`config.mk`:
```
export PLATFORM = sky130hd
export DESIGN_NAME = vt_escape_sequence_parser
export DESIGN_NICKNAME = d
export VERILOG_FILES = /design/src/rtl/vtesc_pkg.sv /design/src/rtl/vtesc_text.sv /design/src/rtl/vtesc_csi.sv /design/src/rtl/vt_escape_sequence_parser.sv
export SDC_FILE = /design/constraint.sdc
export NUM_CORES = 1
export LEC_CHECK = 0
export BUFFER_PORTS_ARGS = -buffer_cell sky130_fd_sc_hd__buf_2
export CORE_MARGIN = 5
export CORE_UTILIZATION = 56
export DETAILED_ROUTE_END_ITERATION = 7
export PLACE_DENSITY_LB_ADDON = 0.25
export SYNTH_ARGS = -nofsm -noshare
export SYNTH_HDL_FRONTEND = slang
export SYNTH_SLANG_ARGS = --single-unit
export TNS_END_PERCENT = 20
```
`constraint.sdc`:
```
create_clock -name clk -period 8.6 [get_ports clk]
set_input_delay 1.72 -clock clk [delete_from_list [all_inputs] [get_ports clk]]
set_output_delay 1.72 -clock clk [all_outputs]
set_load 0.01 [all_outputs]
```
`src/rtl/vtesc_pkg.sv`:
```
// Shared types, command codes, byte codes and helpers for the VT escape parser.
`default_nettype none

package vtesc_pkg;

    // Parameter store geometry
    localparam int MAX_PARAMS = 8;
    localparam int PARAM_BITS = 16;
    localparam int PCOUNT_W   = $clog2(MAX_PARAMS + 1);
    localparam int PIDX_W     = (MAX_PARAMS > 1) ? $clog2(MAX_PARAMS) : 1;

    typedef logic [PARAM_BITS-1:0] param_t;
    typedef logic [PCOUNT_W-1:0]   pcount_t;
    typedef logic [PIDX_W-1:0]     pidx_t;

    // Display command codes
    localparam logic [3:0] CMD_PUT_CHAR      = 4'd0;
    localparam logic [3:0] CMD_CR            = 4'd1;
    localparam logic [3:0] CMD_NEWLINE       = 4'd2;
    localparam logic [3:0] CMD_BACK          = 4'd3;
    localparam logic [3:0] CMD_FORWARD       = 4'd4;
    localparam logic [3:0] CMD_UP            = 4'd5;
    localparam logic [3:0] CMD_DOWN          = 4'd6;
    localparam logic [3:0] CMD_ERASE_DISPLAY = 4'd7;
    localparam logic [3:0] CMD_ERASE_LINE    = 4'd8;
    localparam logic [3:0] CMD_SET_COLOR     = 4'd9;

    // Erase modes
    localparam logic [1:0] ERASE_TO_END   = 2'd0;
    localparam logic [1:0] ERASE_TO_START = 2'd1;
    localparam logic [1:0] ERASE_WHOLE    = 2'd2;

    // Byte codes
    localparam logic [7:0] CH_ESC      = 8'h1B;
    localparam logic [7:0] CH_CR       = 8'h0D;
    localparam logic [7:0] CH_LF       = 8'h0A;
    localparam logic [7:0] CH_BS       = 8'h08;
    localparam logic [7:0] CH_TAB      = 8'h09;
    localparam logic [7:0] CH_DEL      = 8'h7F;
    localparam logic [7:0] CH_SPACE    = 8'h20;
    localparam logic [7:0] CH_LBRACKET = 8'h5B;
    localparam logic [7:0] CH_SEMI     = 8'h3B;
    localparam logic [7:0] CH_QUEST    = 8'h3F;
    localparam logic [7:0] CH_ZERO     = 8'h30;
    localparam logic [7:0] CH_NINE     = 8'h39;
    localparam logic [7:0] FINAL_LO    = 8'h40;
    localparam logic [7:0] FINAL_HI    = 8'h7E;
    localparam logic [7:0] FIN_UP      = 8'h41;
    localparam logic [7:0] FIN_DOWN    = 8'h42;
    localparam logic [7:0] FIN_FORWARD = 8'h43;
    localparam logic [7:0] FIN_BACK    = 8'h44;
    localparam logic [7:0] FIN_ED      = 8'h4A;
    localparam logic [7:0] FIN_EL      = 8'h4B;
    localparam logic [7:0] FIN_SGR     = 8'h6D;

    // Colors
    localparam logic [4:0] COLOR_DEFAULT = 5'd16;
    localparam logic [4:0] TAB_RESET     = 5'd8;

    // Decoded result of one item
    typedef struct packed {
        logic        emit;
        logic [3:0]  cmd;
        logic [20:0] code_point;
        logic [15:0] move_count;
        logic [1:0]  erase_mode;
    } result_t;

    // Cursor move distance: zero means one, large values clip to 16 bits
    function automatic logic [15:0] move_dist(input param_t p);
        logic [PARAM_BITS+15:0] w;
        w = {{16{1'b0}}, p};
        if (p == '0)
            move_dist = 16'd1;
        else if (w > (PARAM_BITS + 16)'(17'h0FFFF))
            move_dist = 16'hFFFF;
        else
            move_dist = w[15:0];
    endfunction

endpackage

`default_nettype wire

```
`src/rtl/vtesc_text.sv`:
```
// Plain text decoder: control bytes and UTF-8 assembly.
`default_nettype none

module vtesc_text (
    input  wire logic             clk,
    input  wire logic             rst_n,
    input  wire logic             active,
    input  wire logic [7:0]       byte_in,
    input  wire logic [7:0]       tab_width,
    output vtesc_pkg::result_t    res,
    output logic                  esc_seen
);
    import vtesc_pkg::*;

    logic [20:0] accum_reg, accum_next;
    logic [1:0]  remain_reg, remain_next;
    logic [1:0]  length_reg, length_next;

    logic        is_cont;
    logic [20:0] cp;
    logic        cp_ok;

    always_comb
    begin
        is_cont     = (byte_in[7:6] == 2'b10);
        cp          = {accum_reg[14:0], byte_in[5:0]};
        cp_ok       = 1'b0;
        accum_next  = accum_reg;
        remain_next = remain_reg;
        length_next = length_reg;
        res         = '0;
        esc_seen    = 1'b0;

        if (remain_reg != 2'd0 && is_cont)
        begin
            // continuation byte of a pending character
            accum_next  = cp;
            remain_next = remain_reg - 2'd1;
            if (remain_reg == 2'd1)
            begin
                case (length_reg)
                    2'd1:    cp_ok = (cp >= 21'h80);
                    2'd2:    cp_ok = (cp >= 21'h800) && ((cp < 21'hD800) || (cp > 21'hDFFF));
                    default: cp_ok = (cp >= 21'h10000) && (cp <= 21'h10FFFF);
                endcase
                accum_next      = '0;
                length_next     = 2'd0;
                res.emit        = cp_ok;
                res.cmd         = CMD_PUT_CHAR;
                res.code_point  = cp_ok ? cp : 21'd0;
            end
        end
        else
        begin
            // a partial character is dropped; the byte starts afresh
            accum_next  = '0;
            remain_next = 2'd0;
            length_next = 2'd0;
            if (byte_in == CH_ESC)
                esc_seen = 1'b1;
            else if (byte_in == CH_CR)
            begin
                res.emit = 1'b1;
                res.cmd  = CMD_CR;
            end
            else if (byte_in == CH_LF)
            begin
                res.emit = 1'b1;
                res.cmd  = CMD_NEWLINE;
            end
            else if (byte_in == CH_BS)
            begin
                res.emit       = 1'b1;
                res.cmd        = CMD_BACK;
                res.move_count = 16'd1;
            end
            else if (byte_in == CH_TAB)
            begin
                res.emit       = 1'b1;
                res.cmd        = CMD_FORWARD;
                res.move_count = (tab_width == 8'd0) ? 16'd1 : {8'd0, tab_width};
            end
            else if (byte_in < CH_SPACE || byte_in == CH_DEL)
                res.emit = 1'b0;
            else if (byte_in[7] == 1'b0)
            begin
                res.emit       = 1'b1;
                res.cmd        = CMD_PUT_CHAR;
                res.code_point = {13'd0, byte_in};
            end
            else if (byte_in >= 8'hC2 && byte_in <= 8'hDF)
            begin
                accum_next  = {16'd0, byte_in[4:0]};
                remain_next = 2'd1;
                length_next = 2'd1;
            end
            else if (byte_in >= 8'hE0 && byte_in <= 8'hEF)
            begin
                accum_next  = {17'd0, byte_in[3:0]};
                remain_next = 2'd2;
                length_next = 2'd2;
            end
            else if (byte_in >= 8'hF0 && byte_in <= 8'hF4)
            begin
                accum_next  = {18'd0, byte_in[2:0]};
                remain_next = 2'd3;
                length_next = 2'd3;
            end
        end
    end

    // UTF-8 state
    always_ff @(posedge clk or negedge rst_n)
    begin
        if (!rst_n)
        begin
            accum_reg  <= '0;
            remain_reg <= 2'd0;
            length_reg <= 2'd0;
        end
        else if (active)
        begin
            accum_reg  <= accum_next;
            remain_reg <= remain_next;
            length_reg <= length_next;
        end
    end

endmodule

`default_nettype wire

```
`src/rtl/vtesc_csi.sv`:
```
// Escape and CSI sequence tracker with parameter store and SGR color.
`default_nettype none

module vtesc_csi (
    input  wire logic             clk,
    input  wire logic             rst_n,
    input  wire logic             fire,
    input  wire logic [7:0]       byte_in,
    input  wire logic             esc_seen,
    output logic                  in_text,
    output vtesc_pkg::result_t    res,
    output logic [4:0]            color_next
);
    import vtesc_pkg::*;

    localparam logic [1:0] PH_PLAIN = 2'd0;
    localparam logic [1:0] PH_ESC   = 2'd1;
    localparam logic [1:0] PH_CSI   = 2'd2;

    logic [1:0]  phase_reg, phase_next;
    param_t      params_reg [MAX_PARAMS];
    param_t      params_next [MAX_PARAMS];
    pcount_t     count_reg, count_next;
    logic [4:0]  color_reg;

    pcount_t                count_eff;
    pidx_t                  widx;
    logic [PARAM_BITS+3:0]  prod;
    logic [PARAM_BITS+3:0]  pmax_w;
    pcount_t                sgr_n;
    param_t                 p;
    logic [4:0]             col;

    assign in_text = (phase_reg == PH_PLAIN);

    always_comb
    begin
        phase_next  = phase_reg;
        count_next  = count_reg;
        params_next = params_reg;
        color_next  = color_reg;
        res         = '0;
        count_eff   = (count_reg == '0) ? pcount_t'(1) : count_reg;
        widx        = pidx_t'(count_eff - pcount_t'(1));
        pmax_w      = {4'd0, {PARAM_BITS{1'b1}}};
        prod        = ({4'd0, params_reg[widx]} << 3) + ({4'd0, params_reg[widx]} << 1)
                      + (PARAM_BITS + 4)'(byte_in[3:0]);
        sgr_n       = count_eff;
        col         = color_reg;
        p           = '0;

        unique case (phase_reg)
            PH_PLAIN:
            begin
                if (esc_seen)
                    phase_next = PH_ESC;
            end
            PH_ESC:
            begin
                if (byte_in == CH_LBRACKET)
                begin
                    phase_next = PH_CSI;
                    count_next = '0;
                    for (int i = 0; i < MAX_PARAMS; i++)
                        params_next[i] = '0;
                end
                else
                    phase_next = PH_PLAIN;
            end
            PH_CSI:
            begin
                if (byte_in >= CH_ZERO && byte_in <= CH_NINE)
                begin
                    // decimal digit into the last parameter, saturating
                    count_next        = count_eff;
                    params_next[widx] = (prod > pmax_w) ? {PARAM_BITS{1'b1}}
                                                        : prod[PARAM_BITS-1:0];
                end
                else if (byte_in == CH_SEMI)
                begin
                    count_next = count_eff;
                    if (count_eff < pcount_t'(MAX_PARAMS))
                    begin
                        params_next[pidx_t'(count_eff)] = '0;
                        count_next = count_eff + pcount_t'(1);
                    end
                end
                else if (byte_in >= FINAL_LO && byte_in <= FINAL_HI)
                begin
                    phase_next = PH_PLAIN;
                    case (byte_in)
                        FIN_UP, FIN_DOWN, FIN_FORWARD, FIN_BACK:
                        begin
                            res.emit       = 1'b1;
                            res.cmd        = (byte_in == FIN_UP)      ? CMD_UP :
                                             (byte_in == FIN_DOWN)    ? CMD_DOWN :
                                             (byte_in == FIN_FORWARD) ? CMD_FORWARD : CMD_BACK;
                            res.move_count = move_dist((count_reg != '0) ? params_reg[0] : '0);
                        end
                        FIN_ED:
                        begin
                            res.emit       = 1'b1;
                            res.cmd        = CMD_ERASE_DISPLAY;
                            res.erase_mode = (count_reg == pcount_t'(1) &&
                                              params_reg[0] == PARAM_BITS'(2))
                                             ? ERASE_WHOLE : ERASE_TO_END;
                        end
                        FIN_EL:
                        begin
                            p              = (count_reg != '0) ? params_reg[0] : '0;
                            res.emit       = 1'b1;
                            res.cmd        = CMD_ERASE_LINE;
                            res.erase_mode = (p == '0) ? ERASE_TO_END :
                                             (p == PARAM_BITS'(1)) ? ERASE_TO_START
                                                                   : ERASE_WHOLE;
                        end
                        FIN_SGR:
                        begin
                            // apply each parameter in order; the last match wins
                            for (int i = 0; i < MAX_PARAMS; i++)
                            begin
                                if (i < int'(sgr_n))
                                begin
                                    p = (i < int'(count_reg)) ? params_reg[i] : '0;
                                    if (p == '0 || p == PARAM_BITS'(39))
                                        col = COLOR_DEFAULT;
                                    else if (p >= PARAM_BITS'(30) && p <= PARAM_BITS'(37))
                                        col = 5'(p - PARAM_BITS'(30));
                                    else if (p >= PARAM_BITS'(90) && p <= PARAM_BITS'(97))
                                        col = 5'(p - PARAM_BITS'(82));
                                end
                            end
                            color_next = col;
                            res.emit   = 1'b1;
                            res.cmd    = CMD_SET_COLOR;
                        end
                        default: res.emit = 1'b0;
                    endcase
                end
                else if (byte_in != CH_QUEST && byte_in != CH_SPACE)
                    phase_next = PH_PLAIN;
            end
            default: phase_next = PH_PLAIN;
        endcase

        if (!fire)
            color_next = color_reg;
    end

    // Sequence control state
    always_ff @(posedge clk or negedge rst_n)
    begin
        if (!rst_n)
        begin
            phase_reg <= PH_PLAIN;
            count_reg <= '0;
            color_reg <= COLOR_DEFAULT;
            for (int i = 0; i < MAX_PARAMS; i++)
                params_reg[i] <= '0;
        end
        else if (fire)
        begin
            phase_reg  <= phase_next;
            count_reg  <= count_next;
            color_reg  <= color_next;
            params_reg <= params_next;
        end
    end

endmodule

`default_nettype wire

```
`src/rtl/vt_escape_sequence_parser.sv`:
```
// Top level of the VT escape sequence parser: input register, decode, result register.
//
//  channel  | handshake               | payload
//  ---------+-------------------------+-----------------------------------------------
//  in       | in_valid / in_ready     | byte_in
//  out      | out_valid / out_ready   | cmd, code_point, move_count, erase_mode, color
//  cfg      | cfg_we                  | cfg_data (tab_width)
//
// One byte per cycle sustained while no result waits; each byte is held in the input register
// and its result is written into the result register when the byte advances.
// The decode of a held byte (UTF-8, CSI digit accumulate, SGR color scan) is one
// combinational pass between the two registers.
// A byte that produces a result waits while the result register is full and not taken;
// bytes that produce none pass regardless. Reset clears sequence, color and UTF-8 state
// and sets tab width to 8.
`default_nettype none

module vt_escape_sequence_parser (
    input  wire logic        clk,
    input  wire logic        rst_n,
    input  wire logic        in_valid,
    output logic             in_ready,
    input  wire logic [7:0]  byte_in,
    output logic             out_valid,
    input  wire logic        out_ready,
    output logic [3:0]       cmd,
    output logic [20:0]      code_point,
    output logic [15:0]      move_count,
    output logic [1:0]       erase_mode,
    output logic [4:0]       color,
    input  wire logic        cfg_we,
    input  wire logic [7:0]  cfg_data
);
    import vtesc_pkg::*;

    logic        in_valid_reg;
    logic [7:0]  byte_reg;
    logic [7:0]  tab_width_reg;
    logic        out_valid_reg;
    logic [3:0]  cmd_reg;
    logic [20:0] code_point_reg;
    logic [15:0] move_count_reg;
    logic [1:0]  erase_mode_reg;
    logic [4:0]  color_reg;

    result_t     text_res;
    result_t     csi_res;
    result_t     res;
    logic        esc_seen;
    logic        in_text;
    logic        fire;
    logic [4:0]  color_next;

    vtesc_text u_text (
        .clk       (clk),
        .rst_n     (rst_n),
        .active    (fire && in_text),
        .byte_in   (byte_reg),
        .tab_width (tab_width_reg),
        .res       (text_res),
        .esc_seen  (esc_seen)
    );

    vtesc_csi u_csi (
        .clk        (clk),
        .rst_n      (rst_n),
        .fire       (fire),
        .byte_in    (byte_reg),
        .esc_seen   (esc_seen && in_text),
        .in_text    (in_text),
        .res        (csi_res),
        .color_next (color_next)
    );

    // Result selection and advance condition
    assign res      = in_text ? text_res : csi_res;
    assign fire     = in_valid_reg && (!res.emit || !out_valid_reg || out_ready);
    assign in_ready = !in_valid_reg || fire;

    // Input register
    always_ff @(posedge clk or negedge rst_n)
    begin
        if (!rst_n)
            in_valid_reg <= 1'b0;
        else if (in_valid && in_ready)
            in_valid_reg <= 1'b1;
        else if (fire)
            in_valid_reg <= 1'b0;
    end

    always_ff @(posedge clk)
    begin
        if (in_valid && in_ready)
            byte_reg <= byte_in;
    end

    // Tab width register
    always_ff @(posedge clk or negedge rst_n)
    begin
        if (!rst_n)
            tab_width_reg <= {3'd0, TAB_RESET};
        else if (cfg_we)
            tab_width_reg <= cfg_data;
    end

    // Result register
    always_ff @(posedge clk or negedge rst_n)
    begin
        if (!rst_n)
            out_valid_reg <= 1'b0;
        else if (fire && res.emit)
            out_valid_reg <= 1'b1;
        else if (out_ready)
            out_valid_reg <= 1'b0;
    end

    always_ff @(posedge clk)
    begin
        if (fire && res.emit)
        begin
            cmd_reg        <= res.cmd;
            code_point_reg <= res.code_point;
            move_count_reg <= res.move_count;
            erase_mode_reg <= res.erase_mode;
            color_reg      <= color_next;
        end
    end

    assign out_valid  = out_valid_reg;
    assign cmd        = cmd_reg;
    assign code_point = code_point_reg;
    assign move_count = move_count_reg;
    assign erase_mode = erase_mode_reg;
    assign color      = color_reg;

    // Checks
    a_cp_only_put: assert property (@(posedge clk) disable iff (!rst_n)
        out_valid && cmd != CMD_PUT_CHAR |-> code_point == 21'd0)
        else $error("code point on a non-character command");

    a_cp_range: assert property (@(posedge clk) disable iff (!rst_n)
        out_valid && cmd == CMD_PUT_CHAR |-> code_point <= 21'h10FFFF
                                             && move_count == 16'd0)
        else $error("character result out of range");

    a_move_nonzero: assert property (@(posedge clk) disable iff (!rst_n)
        out_valid && (cmd == CMD_BACK || cmd == CMD_FORWARD || cmd == CMD_UP
                      || cmd == CMD_DOWN) |-> move_count != 16'd0)
        else $error("cursor move of zero");

    a_no_lost_result: assert property (@(posedge clk) disable iff (!rst_n)
        out_valid && !out_ready |=> out_valid)
        else $error("pending result dropped");

endmodule

`default_nettype wire

```
==> flow_summary.json <==
{
  "status": "complete, no violations",
  "r2r-start": "u_csi.count_reg[1]",
  "worstSetupStartpoint": "u_csi.count_reg[1]",
  "ys_top_cells_by_area": "dfrtp_1, edfxtp_1, o2bb2ai_1, ha_1, nand2_1",
  "hold_depth": 2,
  "fillCellCount": 2148,
  "finalNetCount": 1673,
  "finalCritPeriodShare_pct": 91.4,
  "cp_slowest_cell": "a2111oi_0",
  "initial_core_util_pct": 57.2,
  "synth_fp_nets": 1659,
  "power.total_mw": 5.72,
  "p_int_mw": 2.97,
  "cap_viol_max_count": 0,
  "gp_congestion": 1.04,
  "cts_tree": "yes",
  "hold_path_class": "register to register",
  "fin_util_pct": 63.1,
  "ys_ff_latch": 224,
  "rrSetupSlack_ps": 740,
  "synth_edf_count": 56,
  "worst_pin_slew_ps": 1260,
  "holdBufCountCts": 0,
  "overflow": 0,
  "drive_above_1_share_pct": 11.8,
  "synth-xor-area-share_pct": 0.968,
  "via_per_inst": 6.94,
  "via_count": 13500,
  "die_y_um": 171,
  "seq_area_um2": 5890,
  "startpoint_type": "register",
  "ys_top_cells_by_count": "dfrtp_1, nand2_1, o2bb2ai_1",
  "skew_ps": 12.1,
  "fin_crit_ps": 7860,
  "num_rows": 58,
  "power.share.clock_pct": 21.0,
  "critical_path.most_common_cell": "buf_4",
  "synth_top_family_by_area": "compound AO/OA/AOI/OAI gates",
  "dp_hpwl_um": 33200,
  "cts.sinks": 224,
  "clk_latency_ps": 540,
  "min_from": "u_text.accum_reg[13]",
  "cp.arrival_ps": 8250,
  "ant_nets": 0,
  "p_sw_share_pct": 48.0,
  "crit_chain": "nor3_2 -> nor2_1 -> ha_1 -> buf_4 -> nor2b_1 -> nand2_1 -> o221ai_1 -> a2111oi_0 -> fa_1 -> ha_1 -> a211oi_1 -> o21a_1 -> o21ai_0 -> o221a_2 -> nor4bb_1 -> o211a_1 -> buf_4 -> nor2b_1 -> buf_4 -> o21ai_0 -> o2bb2ai_1",
  "synth_async_sr_flop_share_pct": 75.0,
  "core_area_um2": 25300,
  "cts_resized": 0,
  "end_kind": "register",
  "place_inst": 1895,
  "rsz0062_at_grt": "no",
  "postSynthAreaPerCell_um2": 9.17,
  "multiInputGateArea_um2": 7960,
  "seq_power_share_pct": 21.3,
  "synth.most_common_cell": "dfrtp_1",
  "hold_violations": 0,
  "synth_adder_area_share_pct": 5.20,
  "hold_ws_ps": 504,
  "r2r_end": "u_csi.params_reg[114]",
  "die_area_um2": 29200,
  "place_ws_ps": 1070,
  "antenna_cells": 0,
  "yosys.area.top_type": "dfrtp_1",
  "crit_fanout": 26,
  "ys_seq_area_share_pct": 40.7,
  "grt_start_max_net_pins": 95,
  "fmax_mhz": 127,
  "antenna_found_initial": 0,
  "synth_compound_area_share_pct": 26.7,
  "required_ps": 8990,
  "reg2regPathDepth": 21,
  "slew_headroom_pct": 13.8,
  "layout_setup_ws_ps": 740,
  "grt_use_total_pct": 31.4,
  "wl_um": 46300,
  "clockBufferDepth": 3,
  "post_cts_buffers": 0,
  "synth_cell_type_count": 88,
  "largest_reg_flops": 128,
  "first_pass_iters": 6,
  "critPathKind": "register to register",
  "p_leak_nw": 6.76,
  "dpl_cell_area_um2": 15000,
  "yosysWarnings": 0,
  "power_density_nw_per_um2": 358,
  "portBuffers": 70,
  "syn_area_um2": 14500,
  "drv_slew": 0,
  "hold_path_end": "u_text.accum_reg[13]",
  "cp_slowest_stage_delay_ps": 1100,
  "htree_num_levels": 1,
  "comb_power_share_pct": 57.7,
  "grt_pass1_vias": 12700,
  "syn2layout_area_growth_pct": 10.3,
  "synth_ff_type": "dfrtp_1",
  "die_x_um": 171,
  "wl_per_cell_um": 23.8,
  "syn_inst": 1579,
  "clk_pin_slew_ps": 60,
  "synthMuxAreaShare_pct": 2.54,
  "final_area_um2": 16000,
  "setup_viol": 0,
  "drc_errors": 0,
  "synth_top_area_share_pct": 28.7,
  "final_cells": 1943,
  "drt_iter0_markers": 1848,
  "p_switching_mw": 2.75,
  "fin_setup_tns_ps": 0,
  "synthSimpleGateAreaFrac_pct": 19.4,
  "grt_pass1_wl_um": 72900,
  "io_pins": 71,
  "numCtsBuffers": 26,
  "cts_root_buffer": "clkbuf_16",
  "ir_worst_vdd_v": 0.000484
}
==> how the worst max path moves through the flow <==
| stage | endpoint | slack, ps | cells past startpoint |
|---|---|---|---|
| floorplan | u_csi.params_reg[126] | 2330 | 24 |
| global placement | u_csi.params_reg[98] | 1350 | 21 |
| detailed placement | u_csi.params_reg[114] | 1070 | 21 |
| CTS | u_csi.params_reg[114] | 1020 | 21 |
| global route | u_csi.params_reg[114] | 450 | 21 |
| finish | u_csi.params_reg[114] | 740 | 21 |
==> power by group through the flow <==
stage / clock network [mW] / logic [mW] / registers [mW]
floorplan: 0 / 2.27 / 1.20
detailed placement: 0 / 3.21 / 1.23
CTS: 1.21 / 3.24 / 1.21
finish: 1.20 / 3.30 / 1.22
global route: 1.26 / 3.58 / 1.22
global placement: 0 / 3.20 / 1.23
==> cells by family after synthesis <==
group	count (synthesis)
adders and majority gates	59
muxes	35
xor gates and xnor gates	16
buffers and inverters	169
and+or+nand+nor	551
DFF	224
AOI/OAI and AO/OA	525
==> cell usage in the layout, fill, tap and decap left out, drive strengths merged, types with 18 or more instances in the layout <==
cell type  count
a2111oi       25
a21oi         41
and2          46
buf           97
clkbuf        34
dfrtp        166
edfxtp        56
ha            57
inv           60
mux2i         21
nand2        159
nand2b        22
nand3         43
nand4         21
nor2         103
nor2b         27
nor3          27
nor4          30
o211ai        20
o21a          21
o21ai        117
o221ai        18
o22ai         27
o2bb2ai      117
==> area by class of cell <==
| cell class | instances | share of cell area (%) |
|---|---|---|
| Sequential cell | 224 | 36.9 |
| Clock buffer | 34 | 4.71 |
| Timing Repair Buffer | 97 | 3.50 |
| Multi-Input combinational cell | 1186 | 49.8 |
| Tap cell | 330 | 2.58 |
| Inverter | 58 | 1.36 |
| Clock inverter | 14 | 1.17 |
==> worst max-delay path, delay by kind of cell, from the launching register on <==
family          cells  cell delay (ps)
fa+ha+maj           3             1270
buf+inv             3              870
compound gates      9             2750
simple gates        6             2060
flops               1              720
==> layer usage <==
metal / GRT usage [%] / wire length (um) / vias to the layer above
li1: - / - / 6036
met2: 48.7 / 20500 / 784
met3: 5.71 / 4610 / 130
met4: 10.9 / 1920 / 0
met1: 44.6 / 19300 / 6525
met5: 0 / 0 / -
Power figures use the tool's default switching activity.
